### src/rtl/lpmd_pkg.sv
// shared types, codes and helpers of the length-prefixed message deframer
`timescale 1ns / 1ps
`default_nettype none

package lpmd_pkg;

  localparam int unsigned HeaderBytes = 6;
  localparam int unsigned PlenBytes   = 4;

  typedef enum logic [2:0] {
    PH_LEN_HI  = 3'd0,
    PH_LEN_LO  = 3'd1,
    PH_IDENT   = 3'd2,
    PH_PLEN    = 3'd3,
    PH_PAYLOAD = 3'd4,
    PH_DONE    = 3'd5
  } phase_e;

  typedef enum logic [1:0] {
    KIND_HEADER  = 2'd0,
    KIND_IDENT   = 2'd1,
    KIND_PAYLOAD = 2'd2
  } kind_e;

  typedef enum logic [1:0] {
    VERDICT_OK       = 2'd0,
    VERDICT_BADCHAR  = 2'd1,
    VERDICT_MISMATCH = 2'd2
  } verdict_e;

  typedef struct packed {
    logic [7:0] out_byte;
    kind_e      byte_kind;
    logic       frame_end;
    verdict_e   verdict;
  } result_t;

  // digits, upper and lower case letters, underscore
  function automatic logic allowed_char(input logic [7:0] c);
    allowed_char = (c >= 8'd48 && c <= 8'd57) || (c >= 8'd65 && c <= 8'd90) ||
                   (c >= 8'd97 && c <= 8'd122) || (c == 8'd95);
  endfunction

endpackage

`default_nettype wire

### src/rtl/lpmd_in_if.sv
// input byte channel of the deframer
`timescale 1ns / 1ps
`default_nettype none

interface lpmd_in_if;
  logic       valid;
  logic       ready;
  logic [7:0] in_byte;
  logic       in_last;

  modport source (output valid, in_byte, in_last, input ready);
  modport sink (input valid, in_byte, in_last, output ready);
endinterface

`default_nettype wire

### src/rtl/lpmd_out_if.sv
// tagged result channel of the deframer
`timescale 1ns / 1ps
`default_nettype none

interface lpmd_out_if;
  logic       valid;
  logic       ready;
  logic [7:0] out_byte;
  logic [1:0] byte_kind;
  logic       frame_end;
  logic [1:0] verdict;

  modport source (output valid, out_byte, byte_kind, frame_end, verdict, input ready);
  modport sink (input valid, out_byte, byte_kind, frame_end, verdict, output ready);
endinterface

`default_nettype wire

### src/rtl/lpmd_parser.sv
// packet layout parser: phase, length and count registers plus byte tagging
`timescale 1ns / 1ps
`default_nettype none

module lpmd_parser (
  input  wire logic             clk_i,
  input  wire logic             rst_ni,
  input  wire logic             step_i,
  input  wire logic [7:0]       byte_i,
  input  wire logic             last_i,
  output lpmd_pkg::result_t     result_o
);

  lpmd_pkg::phase_e phase_q, phase_d;
  logic [15:0] ident_len_q, ident_len_d;
  logic [31:0] plen_q, plen_d;
  logic [31:0] count_q, count_d;
  logic        bad_q, bad_d;
  logic        overrun_q, overrun_d;

  logic [31:0]         count_inc;
  lpmd_pkg::kind_e     kind;
  lpmd_pkg::verdict_e  verdict;

  assign count_inc = count_q + 32'd1;

  always_comb begin
    phase_d     = phase_q;
    ident_len_d = ident_len_q;
    plen_d      = plen_q;
    count_d     = count_q;
    bad_d       = bad_q;
    overrun_d   = overrun_q;
    kind        = lpmd_pkg::KIND_HEADER;
    verdict     = lpmd_pkg::VERDICT_OK;

    case (phase_q)
      lpmd_pkg::PH_LEN_HI: begin
        ident_len_d = {byte_i, 8'h00};
        phase_d     = lpmd_pkg::PH_LEN_LO;
      end
      lpmd_pkg::PH_LEN_LO: begin
        ident_len_d = ident_len_q | {8'h00, byte_i};
        count_d     = '0;
        plen_d      = '0;
        phase_d     = ((ident_len_q | {8'h00, byte_i}) != 16'd0) ?
                      lpmd_pkg::PH_IDENT : lpmd_pkg::PH_PLEN;
      end
      lpmd_pkg::PH_IDENT: begin
        kind = lpmd_pkg::KIND_IDENT;
        if (!lpmd_pkg::allowed_char(byte_i)) begin
          bad_d = 1'b1;
        end
        if (count_inc >= {16'd0, ident_len_q}) begin
          count_d = '0;
          phase_d = lpmd_pkg::PH_PLEN;
        end else begin
          count_d = count_inc;
        end
      end
      lpmd_pkg::PH_PLEN: begin
        plen_d = {plen_q[23:0], byte_i};
        if (count_inc >= 32'(lpmd_pkg::PlenBytes)) begin
          count_d = '0;
          phase_d = ({plen_q[23:0], byte_i} != 32'd0) ?
                    lpmd_pkg::PH_PAYLOAD : lpmd_pkg::PH_DONE;
        end else begin
          count_d = count_inc;
        end
      end
      lpmd_pkg::PH_PAYLOAD: begin
        kind    = lpmd_pkg::KIND_PAYLOAD;
        count_d = count_inc;
        if (count_inc == plen_q) begin
          phase_d = lpmd_pkg::PH_DONE;
        end
      end
      default: begin
        // bytes past the declared layout
        overrun_d = 1'b1;
      end
    endcase

    if (last_i) begin
      if (phase_d != lpmd_pkg::PH_DONE || overrun_d) begin
        verdict = lpmd_pkg::VERDICT_MISMATCH;
      end else if (bad_d) begin
        verdict = lpmd_pkg::VERDICT_BADCHAR;
      end
      phase_d     = lpmd_pkg::PH_LEN_HI;
      ident_len_d = '0;
      plen_d      = '0;
      count_d     = '0;
      bad_d       = 1'b0;
      overrun_d   = 1'b0;
    end
  end

  assign result_o.out_byte  = byte_i;
  assign result_o.byte_kind = kind;
  assign result_o.frame_end = last_i;
  assign result_o.verdict   = verdict;

  always_ff @(posedge clk_i or negedge rst_ni) begin
    if (!rst_ni) begin
      phase_q     <= lpmd_pkg::PH_LEN_HI;
      ident_len_q <= '0;
      plen_q      <= '0;
      count_q     <= '0;
      bad_q       <= 1'b0;
      overrun_q   <= 1'b0;
    end else if (step_i) begin
      phase_q     <= phase_d;
      ident_len_q <= ident_len_d;
      plen_q      <= plen_d;
      count_q     <= count_d;
      bad_q       <= bad_d;
      overrun_q   <= overrun_d;
    end
  end

  a_last_restarts: assert property (@(posedge clk_i) disable iff (!rst_ni)
    step_i && last_i |=> phase_q == lpmd_pkg::PH_LEN_HI && !bad_q && !overrun_q)
    else $error("packet end did not restart the parser");

  a_payload_nonzero: assert property (@(posedge clk_i) disable iff (!rst_ni)
    phase_q == lpmd_pkg::PH_PAYLOAD |-> plen_q != 32'd0 && count_q < plen_q)
    else $error("payload phase with count at or past the declared length");

  a_ident_count: assert property (@(posedge clk_i) disable iff (!rst_ni)
    phase_q == lpmd_pkg::PH_IDENT |-> count_q < {16'd0, ident_len_q})
    else $error("identifier count at or past the declared length");

endmodule

`default_nettype wire

### src/rtl/length_prefixed_message_deframer.sv
// top level of the length-prefixed message deframer
`timescale 1ns / 1ps
`default_nettype none

// Takes one packet byte per transaction and returns one tagged result per byte:
// header (length bytes), identifier or payload, with a verdict on the byte that
// carries the end-of-packet mark (ok, bad identifier character, length mismatch).
// A packet is a 2-byte big-endian identifier length, the identifier, a 4-byte
// big-endian payload length and the payload. The block sustains one byte per
// clock while the result channel is ready; a result passes through the input
// register, then the result register. The rate is set by the parser registers,
// which take one compare and one 32-bit count update per byte. The parser
// restarts on the cycle after each end-of-packet byte with no idle gap.

module length_prefixed_message_deframer (
  input  wire logic  clk_i,
  input  wire logic  rst_ni,
  lpmd_in_if.sink    in_i,
  lpmd_out_if.source out_o
);

  logic       s1_valid_q;
  logic [7:0] s1_byte_q;
  logic       s1_last_q;
  logic       s1_move;

  logic              out_valid_q;
  lpmd_pkg::result_t out_res_q;
  lpmd_pkg::result_t res;

  assign s1_move  = s1_valid_q && (!out_valid_q || out_o.ready);
  assign in_i.ready = !s1_valid_q || s1_move;

  always_ff @(posedge clk_i or negedge rst_ni) begin
    if (!rst_ni) begin
      s1_valid_q <= 1'b0;
    end else if (in_i.ready) begin
      s1_valid_q <= in_i.valid;
    end
  end

  always_ff @(posedge clk_i) begin
    if (in_i.ready && in_i.valid) begin
      s1_byte_q <= in_i.in_byte;
      s1_last_q <= in_i.in_last;
    end
  end

  lpmd_parser u_parser (
    .clk_i    (clk_i),
    .rst_ni   (rst_ni),
    .step_i   (s1_move),
    .byte_i   (s1_byte_q),
    .last_i   (s1_last_q),
    .result_o (res)
  );

  always_ff @(posedge clk_i or negedge rst_ni) begin
    if (!rst_ni) begin
      out_valid_q <= 1'b0;
    end else if (!out_valid_q || out_o.ready) begin
      out_valid_q <= s1_valid_q;
    end
  end

  always_ff @(posedge clk_i) begin
    if (s1_move) begin
      out_res_q <= res;
    end
  end

  assign out_o.valid     = out_valid_q;
  assign out_o.out_byte  = out_res_q.out_byte;
  assign out_o.byte_kind = out_res_q.byte_kind;
  assign out_o.frame_end = out_res_q.frame_end;
  assign out_o.verdict   = out_res_q.verdict;

  a_verdict_only_at_end: assert property (@(posedge clk_i) disable iff (!rst_ni)
    out_valid_q && !out_res_q.frame_end |-> out_res_q.verdict == lpmd_pkg::VERDICT_OK)
    else $error("verdict set on a byte that does not end the packet");

  a_stalled_item_held: assert property (@(posedge clk_i) disable iff (!rst_ni)
    s1_valid_q && !s1_move |=> s1_valid_q && $stable(s1_byte_q) && $stable(s1_last_q))
    else $error("input register changed while its item waited");

  a_move_fills_output: assert property (@(posedge clk_i) disable iff (!rst_ni)
    s1_move |=> out_valid_q)
    else $error("item left the input register without reaching the result register");

endmodule

`default_nettype wire
### src/flat_wrapper.sv
// flat-port wrapper written by rule: the top's interface ports become plain ports
module length_prefixed_message_deframer_flat 
  (clk_i, rst_ni, in_i_valid, in_i_in_byte, in_i_in_last, in_i_ready, out_o_valid, out_o_out_byte, out_o_byte_kind, out_o_frame_end, out_o_verdict, out_o_ready);
  lpmd_in_if in_i_i ();
  lpmd_out_if out_o_i ();
  input  wire logic clk_i;
  input  wire logic rst_ni;
  input wire logic [$bits(in_i_i.valid)-1:0] in_i_valid;
  input wire logic [$bits(in_i_i.in_byte)-1:0] in_i_in_byte;
  input wire logic [$bits(in_i_i.in_last)-1:0] in_i_in_last;
  output wire logic [$bits(in_i_i.ready)-1:0] in_i_ready;
  output wire logic [$bits(out_o_i.valid)-1:0] out_o_valid;
  output wire logic [$bits(out_o_i.out_byte)-1:0] out_o_out_byte;
  output wire logic [$bits(out_o_i.byte_kind)-1:0] out_o_byte_kind;
  output wire logic [$bits(out_o_i.frame_end)-1:0] out_o_frame_end;
  output wire logic [$bits(out_o_i.verdict)-1:0] out_o_verdict;
  input wire logic [$bits(out_o_i.ready)-1:0] out_o_ready;
  assign in_i_i.valid = in_i_valid;
  assign in_i_i.in_byte = in_i_in_byte;
  assign in_i_i.in_last = in_i_in_last;
  assign in_i_ready = in_i_i.ready;
  assign out_o_valid = out_o_i.valid;
  assign out_o_out_byte = out_o_i.out_byte;
  assign out_o_byte_kind = out_o_i.byte_kind;
  assign out_o_frame_end = out_o_i.frame_end;
  assign out_o_verdict = out_o_i.verdict;
  assign out_o_i.ready = out_o_ready;
  length_prefixed_message_deframer u_core (.clk_i(clk_i), .rst_ni(rst_ni), .in_i(in_i_i), .out_o(out_o_i));
endmodule
### config.mk
export PLATFORM = sky130hd
export DESIGN_NAME = length_prefixed_message_deframer_flat
export DESIGN_NICKNAME = d
export VERILOG_FILES = /design/src/rtl/lpmd_pkg.sv /design/src/rtl/lpmd_in_if.sv /design/src/rtl/lpmd_out_if.sv /design/src/rtl/lpmd_parser.sv /design/src/rtl/length_prefixed_message_deframer.sv /design/src/flat_wrapper.sv
export SDC_FILE = /design/constraint.sdc
export NUM_CORES = 1
export LEC_CHECK = 0
export ABC_AREA = 1
export BUFFER_PORTS_ARGS = -buffer_cell sky130_fd_sc_hd__buf_4
export CORE_AREA = 2 2 134 136
export DETAILED_ROUTE_END_ITERATION = 8
export DIE_AREA = 0 0 136 138
export HOLD_SLACK_MARGIN = 0.12
export PLACE_DENSITY = 0.56
export SLEW_MARGIN = 20
export SYNTH_ARGS = -nofsm -noshare
export SYNTH_HDL_FRONTEND = slang
export SYNTH_SLANG_ARGS = --single-unit
### constraint.sdc
create_clock -name clk_i -period 2.77 [get_ports clk_i]
set_input_delay 0.277 -clock clk_i [delete_from_list [all_inputs] [get_ports clk_i]]
set_output_delay 0.277 -clock clk_i [all_outputs]
set_load 0.01 [all_outputs]
==> impl_metrics.ini, run 1 <==
[clock_network]
cts_buffers = 9
htreeDepth = 3
cts-root-buf = clkbuf_16
cts.sinks = 109
cts_tree = built
clk_latency_ps = 360
clk_pin_slew_ps = 80
clock_path_buffers = 2

[floorplanning]
num_rows = 49
die_h_um = 138
io_pins = 28
coreArea_sq_um = 17500
die-width_um = 136
die_area_sq_um = 18800
start_util = 0.388

[hold_path]
hp-class = input pin to flop
whs_path_depth = 3

[synth]
ys_types = 41
yosys-top-cells-area = dfrtp_1, nand2_1, edfxtp_1, inv_1, nand3_1
yosys_most_used_dff = dfrtp_1
async_flop_share = 0.798
ys_ff_latch = 109
synth-edff-count = 22
ys_seq_area_frac = 0.417
postSynthAreaPerCell_sq_um = 7.34
synth_commonest_cells = nand2_1, inv_1, dfrtp_1
yosysTopAreaCellShare = 0.320
synth.most_common_cell = nand2_1
syn_nets = 958
synthCells = 928
synth_top_area_cell = dfrtp_1
netlist_area_sq_um = 6810
yosys_warnings = 0

[grt]
grt_max_degree = 65
grt_pass1_vias = 6329
track_usage = 0.232
grt.overflow.total = 0
antenna_found_initial = 0
grt_pass1_wl_um = 33600

[power]
power_mw = 4.83
p_leak_nw = 4.17
power_density_nw_per_um2 = 532
ir_drop_v = 0.000322
pwr-share-comb = 0.325
internal_power_mw = 3.03
swShare = 0.372
sequentialPowerShare = 0.396
power.switching_mw = 1.79
clockPowerShare = 0.279

[worst_setup_path]
required_ps = 2900
path_delay_family = simple AND/OR/NAND/NOR gates
path_max_fanout = 4
cp_common_cell = nand2_2
start_kind = flop
crit_type = flop to flop
r2r_cells = 25
end_kind = flop
cpPeakStageDelay_ps = 430
critPathBufInv = 4
crit_slowest_cell = dfrtp_2
path_depth = 25
crit_arrival_ps = 2860

[detailed_routing]
vias = 6582
drc = 0
drtPass1Iterations = 7
wl_um = 21300
wire_per_inst_um = 16.3
avgViaCountPerCell = 5.05
drt_iter0_markers = 414
final_antenna_net_count = 0

[finish]
diodes = 0
fill_cells = 1727
multi_input_area_sq_um = 3890
stdcell_area_sq_um = 9080
post_route_cells_drive_above_1_share = 0.280
nets = 1099
syn2layout_area_growth_pct = 33.3
seq_area_sq_um = 2840
fin_util = 0.518

[timing]
worstMarginPinSlew_ps = 629
hold_violations = 0
fin_tns_setup_ps = 0
rsz0062_at_grt = true
finalSetupViolCount = 0
period_needed_ps = 2730
fmax_ghz = 0.367
slew_violations = 0
skew_ps = 5.78
finalCritPeriodShare = 0.984
slew_headroom = 0.580

[placement]
portBuffers = 27
dp_hpwl_um = 15500
placedInstanceArea_sq_um = 7960
place.gp.congestion = 0.949

[status]
status = finished clean

[flow_run]
maxCapViolations = 0
==> path summary, 6_finish.rpt <==
path	from	to	slack, ps
min in group asynchronous	rst_ni	u_core.u_parser.ident_len_q[0]$_DFFE_PN0P_	440
max reg2reg	u_core.u_parser.count_q[1]$_DFFE_PN0P_	u_core.out_o.verdict[0]$_SDFFCE_PP0P_	40
min reg2reg	u_core.u_parser.bad_q$_DFFE_PN0P_	u_core.u_parser.bad_q$_DFFE_PN0P_	540
min	in_i_valid	u_core.s1_valid_q$_DFFE_PN0N_	120
max	u_core.u_parser.count_q[1]$_DFFE_PN0P_	u_core.out_o.verdict[0]$_SDFFCE_PP0P_	40
max in group asynchronous	rst_ni	u_core.u_parser.count_q[18]$_DFFE_PN0P_	1650
==> power groups by stage <==
| stage | clock [mW] | sequential, mW | combinational [mW] |
|---|---|---|---|
| final | 1.35 | 1.91 | 1.57 |
| after global routing | 1.44 | 1.93 | 1.75 |
| after CTS | 1.37 | 1.91 | 1.45 |
| after detailed placement | 0 | 1.94 | 1.31 |
| after global placement | 0 | 1.93 | 1.30 |
| after floorplan | 0 | 1.92 | 0.819 |
==> registers in the layout (all words and copies together), names as in the netlist <==
name,count
u_core.out_o.byte_kind,2
u_core.out_o.frame_end,1
u_core.out_o.out_byte,8
u_core.out_o.valid,1
u_core.out_o.verdict,2
u_core.s1_byte_q,8
u_core.s1_last_q,1
u_core.s1_valid_q,1
u_core.u_parser.bad_q,1
u_core.u_parser.count_q,32
u_core.u_parser.ident_len_q,16
u_core.u_parser.overrun_q,1
u_core.u_parser.phase_q,3
u_core.u_parser.plen_q,32
==> worst min-delay path: stages <==
cell	delay [ps]
buf_4	80
nand2_1	60
nand2_1	50
==> final cells by class <==
| class | instances | share of cell area |
|---|---|---|
| Clock buffer | 9 | 0.0248 |
| Inverter | 122 | 0.0505 |
| Sequential cell | 109 | 0.313 |
| Multi-Input combinational cell | 674 | 0.429 |
| Tap cell | 229 | 0.0316 |
| Timing Repair Buffer | 153 | 0.142 |
| Clock inverter | 7 | 0.00855 |
==> per-stage QoR <==
stage                     setup slack, ps  instances  hold WS (ps)
after global routing                 -145       1303           145
after global placement               -104       1253           306
final                                44.2       1303           125
after detailed placement             -149       1253           306
after floorplan                      54.3        928         -18.6
after CTS                           -6.09       1297           122
==> routing by layer <==
metal | track usage | vias up | wire (um)
met3 | 0.0319 | 33 | 959
met2 | 0.366 | 166 | 10000
met4 | 0.0784 | 0 | 556
met5 | 0 | - | 0
met1 | 0.327 | 3070 | 9730
li1 | - | 3313 | -
==> timing repair <==
| item | in CTS | in global routing |
|---|---|---|
| resized for setup | 67 | 54 |
| setup buffers | 17 | 7 |
| cloned | 1 | 0 |
| pin swaps | 36 | 48 |
| hold endpoints to repair | 48 | 0 |
| hold buffers | 10 | 0 |
| endpoints found under the setup margin | 35 | 35 |
==> cells by family after synthesis <==
logic type	after synthesis	synth area share
buffers and inverters	145	0.0827
flip-flops	109	0.417
AND/OR/NAND/NOR	550	0.368
adder cells (fa/ha/maj)	17	0.0312
AO/OA/AOI/OAI	101	0.0893
XOR/XNOR	6	0.0118
==> cells in the final DEF, fill, tap and decap left out, drive strengths merged <==
cell type	instances
nand3b	4
and2	1
dfrtp	87
clkinvlp	1
a31oi	3
o31ai	1
ha	17
nand4	50
nor2	96
xnor3	2
nor3	3
buf	143
or2	3
o22ai	2
a211oi	1
nand3	88
clkbuf	9
nor4	7
nand2	298
xor2	4
a22oi	1
edfxtp	22
a21oi	15
dlygate4sd3	10
a21boi	1
o21ai	75
o21bai	2
inv	125
clkinv	3
Power figures use the tool's default switching activity.
==> inputs of run 2 (changes only) <==
Settings changed: CORE_AREA 2 2 134 136 to 2 2 102 178, DIE_AREA 0 0 136 138 to 0 0 104 180, SLEW_MARGIN 20 to default.
==> run 2 against run 1 <==
Net effect: utilization rose by 2.2 points; combinational power grew 6%; register-to-register slack got worse by 40 ps; flip-flop and latch count unchanged; largest power group unchanged; highest routed layer unchanged; final cell count rose by 2.1%; first-iteration DRC count down 24%; via count increased by 3.2%; clock-buffer cell count did not move; sequential power is essentially flat; wire length grew 9.5%; non-clock buffer count increased by 25; cell area up 2.8%.
==> impl_metrics.ini, run 2 (synthesis results as in run 1) <==
[timing]
worstMarginPinSlew_ps = 662
skew_ps = 8.52
period_needed_ps = 2770
slew_headroom = 0.559
slew_violations = 0
finalSetupViolCount = 0
hold_violations = 0
rsz0062_at_grt = true
whs_ps = 140
fmax_ghz = 0.361
finalCritPeriodShare = 0.999

[power]
sequentialPowerShare = 0.379
internal_power_mw = 3.24
clockPowerShare = 0.290
swShare = 0.356
power.switching_mw = 1.79
p_leak_nw = 4.28
pwr-share-comb = 0.331
power_density_nw_per_um2 = 539
ir_drop_v = 0.000574

[status]
status = finished clean

[detailed_routing]
vias = 6794
wl_um = 23300
wire_per_inst_um = 17.5
avgViaCountPerCell = 5.11
drtPass1Iterations = 7
drt_iter0_markers = 314
drc = 0
final_antenna_net_count = 0

[floorplanning]
num_rows = 64
die_h_um = 180
die-width_um = 104
coreArea_sq_um = 17300
io_pins = 28
start_util = 0.394
die_area_sq_um = 18700

[grt]
antenna_found_initial = 0
track_usage = 0.257
grt.overflow.total = 0
grt_max_degree = 65
use_met3 = 0.0348
grt_pass1_wl_um = 36800
gr-max-usage-layer = met2
grt_pass1_vias = 6919
met2_usage = 0.494
gr-usage-met1 = 0.245

[worst_setup_path]
reg2reg_to = u_core.u_parser.count_q[0]$_DFFE_PN0P_
critPathLaunch = u_core.u_parser.count_q[0]$_DFFE_PN0P_
timing.rr.start = u_core.u_parser.count_q[0]$_DFFE_PN0P_
start_kind = flop
r2r_cells = 19
path_max_fanout = 7
crit_type = flop to flop
crit_arrival_ps = 3060
required_ps = 3060
rrSetupSlack_ps = 3
end_kind = flop

[hold_path]
hold_end = u_core.s1_valid_q$_DFFE_PN0N_
holdCritStartpoint = in_i_valid
whs_path_depth = 3
hp-class = input pin to flop

[clock_network]
htreeDepth = 3
cts_tree = built
cts_buffers = 9
clock_path_buffers = 2
cts-root-buf = clkbuf_16
cts.sinks = 109
clk_pin_slew_ps = 70
clk_latency_ps = 370

[finish]
final_cell_mix = nand2_1, buf_4, inv_1
fill_cells = 1686
nets = 1124
diodes = 0
final_common_cell = nand2_1
top_regs = u_core.u_parser.count_q: 32 flops, u_core.u_parser.plen_q: 32 flops, u_core.u_parser.ident_len_q: 16 flops
fin_util = 0.539
syn2layout_area_growth_pct = 37.0
post_route_cells_drive_above_1_share = 0.313

[placement]
portBuffers = 27
place.gp.congestion = 0.996
dp_hpwl_um = 17500

[flow_run]
maxCapViolations = 0
run 2: repair_timing:
action,CTS,global route
endpoints found under the setup margin,36,37
hold endpoints to repair,51,0
pin swaps,47,34
cloned,1,0
setup buffers,17,6
resized for setup,106,29
hold buffers,10,0
run 2: critical path, stage by stage, from the launching register on:
cell and delay (ps):
dfrtp_2 440, buf_4 140, buf_4 140, ha_4 240
ha_1 310, nand2_2 80, nor2_1 50, and2_1 120
nor2_1 130, nand3_2 110, nand2_1 80, nand2_1 50
nand2_1 60, nand2_1 60, nand2_2 100, nand4_4 90
nand3_4 120, nand2_8 90, buf_12 170, a21oi_2 110
run 2: layout make-up:
| type | instances | area, sq um | area share |
|---|---|---|---|
| clock buffers | 9 | 225 | 0.0241 |
| clock inverters | 7 | 104 | 0.0111 |
| inverters | 122 | 458 | 0.0491 |
| multi-input cells | 674 | 3910 | 0.419 |
| flip-flops and latches | 109 | 2840 | 0.305 |
| well taps | 231 | 289 | 0.0310 |
| repair buffers | 178 | 1500 | 0.161 |
run 2: power by group through the flow:
stage / Sequential, mW / Clock, mW / Combinational, mW
global placement: 1.93 / 0 / 1.37
CTS: 1.90 / 1.48 / 1.62
floorplan: 1.92 / 0 / 0.819
finish: 1.90 / 1.46 / 1.67
detailed placement: 1.93 / 0 / 1.38
global route: 1.92 / 1.55 / 1.84
run 2: through the flow:
stage	setup slack, ps	cell area (sq um)	std cells	power (mW)	setup TNS, ps
final	2.51	9330	1330	5.03	0
after global routing	-146	9330	1330	5.32	-3960
after CTS	-38.0	9170	1324	5.00	-359
after detailed placement	-151	8130	1280	3.31	-3220
after floorplan	54.3	6810	928	2.74	0
after global placement	-103	8130	1280	3.30	-2040
run 2: layer usage:
metal	routed length (um)	share of wire
met5	0	0
met4	1860	0.080
met3	577	0.025
met2	12900	0.55
met1	7960	0.34
run 2: how the worst max path moves through the flow:
| stage | end | cells past startpoint |
|---|---|---|
| 4_1_cts | u_core.u_parser.count_q[0]$_DFFE_PN0P_ | 24 |
| 3_3_place_gp | u_core.out_o.verdict[1]$_SDFFCE_PN0P_ | 18 |
| 2_1_floorplan | u_core.u_parser.count_q[0]$_DFFE_PN0P_ | 22 |
| 6_report | u_core.u_parser.count_q[0]$_DFFE_PN0P_ | 19 |
| 3_5_place_dp | u_core.u_parser.count_q[1]$_DFFE_PN0P_ | 15 |
| 5_1_grt | u_core.u_parser.count_q[25]$_DFFE_PN0P_ | 20 |
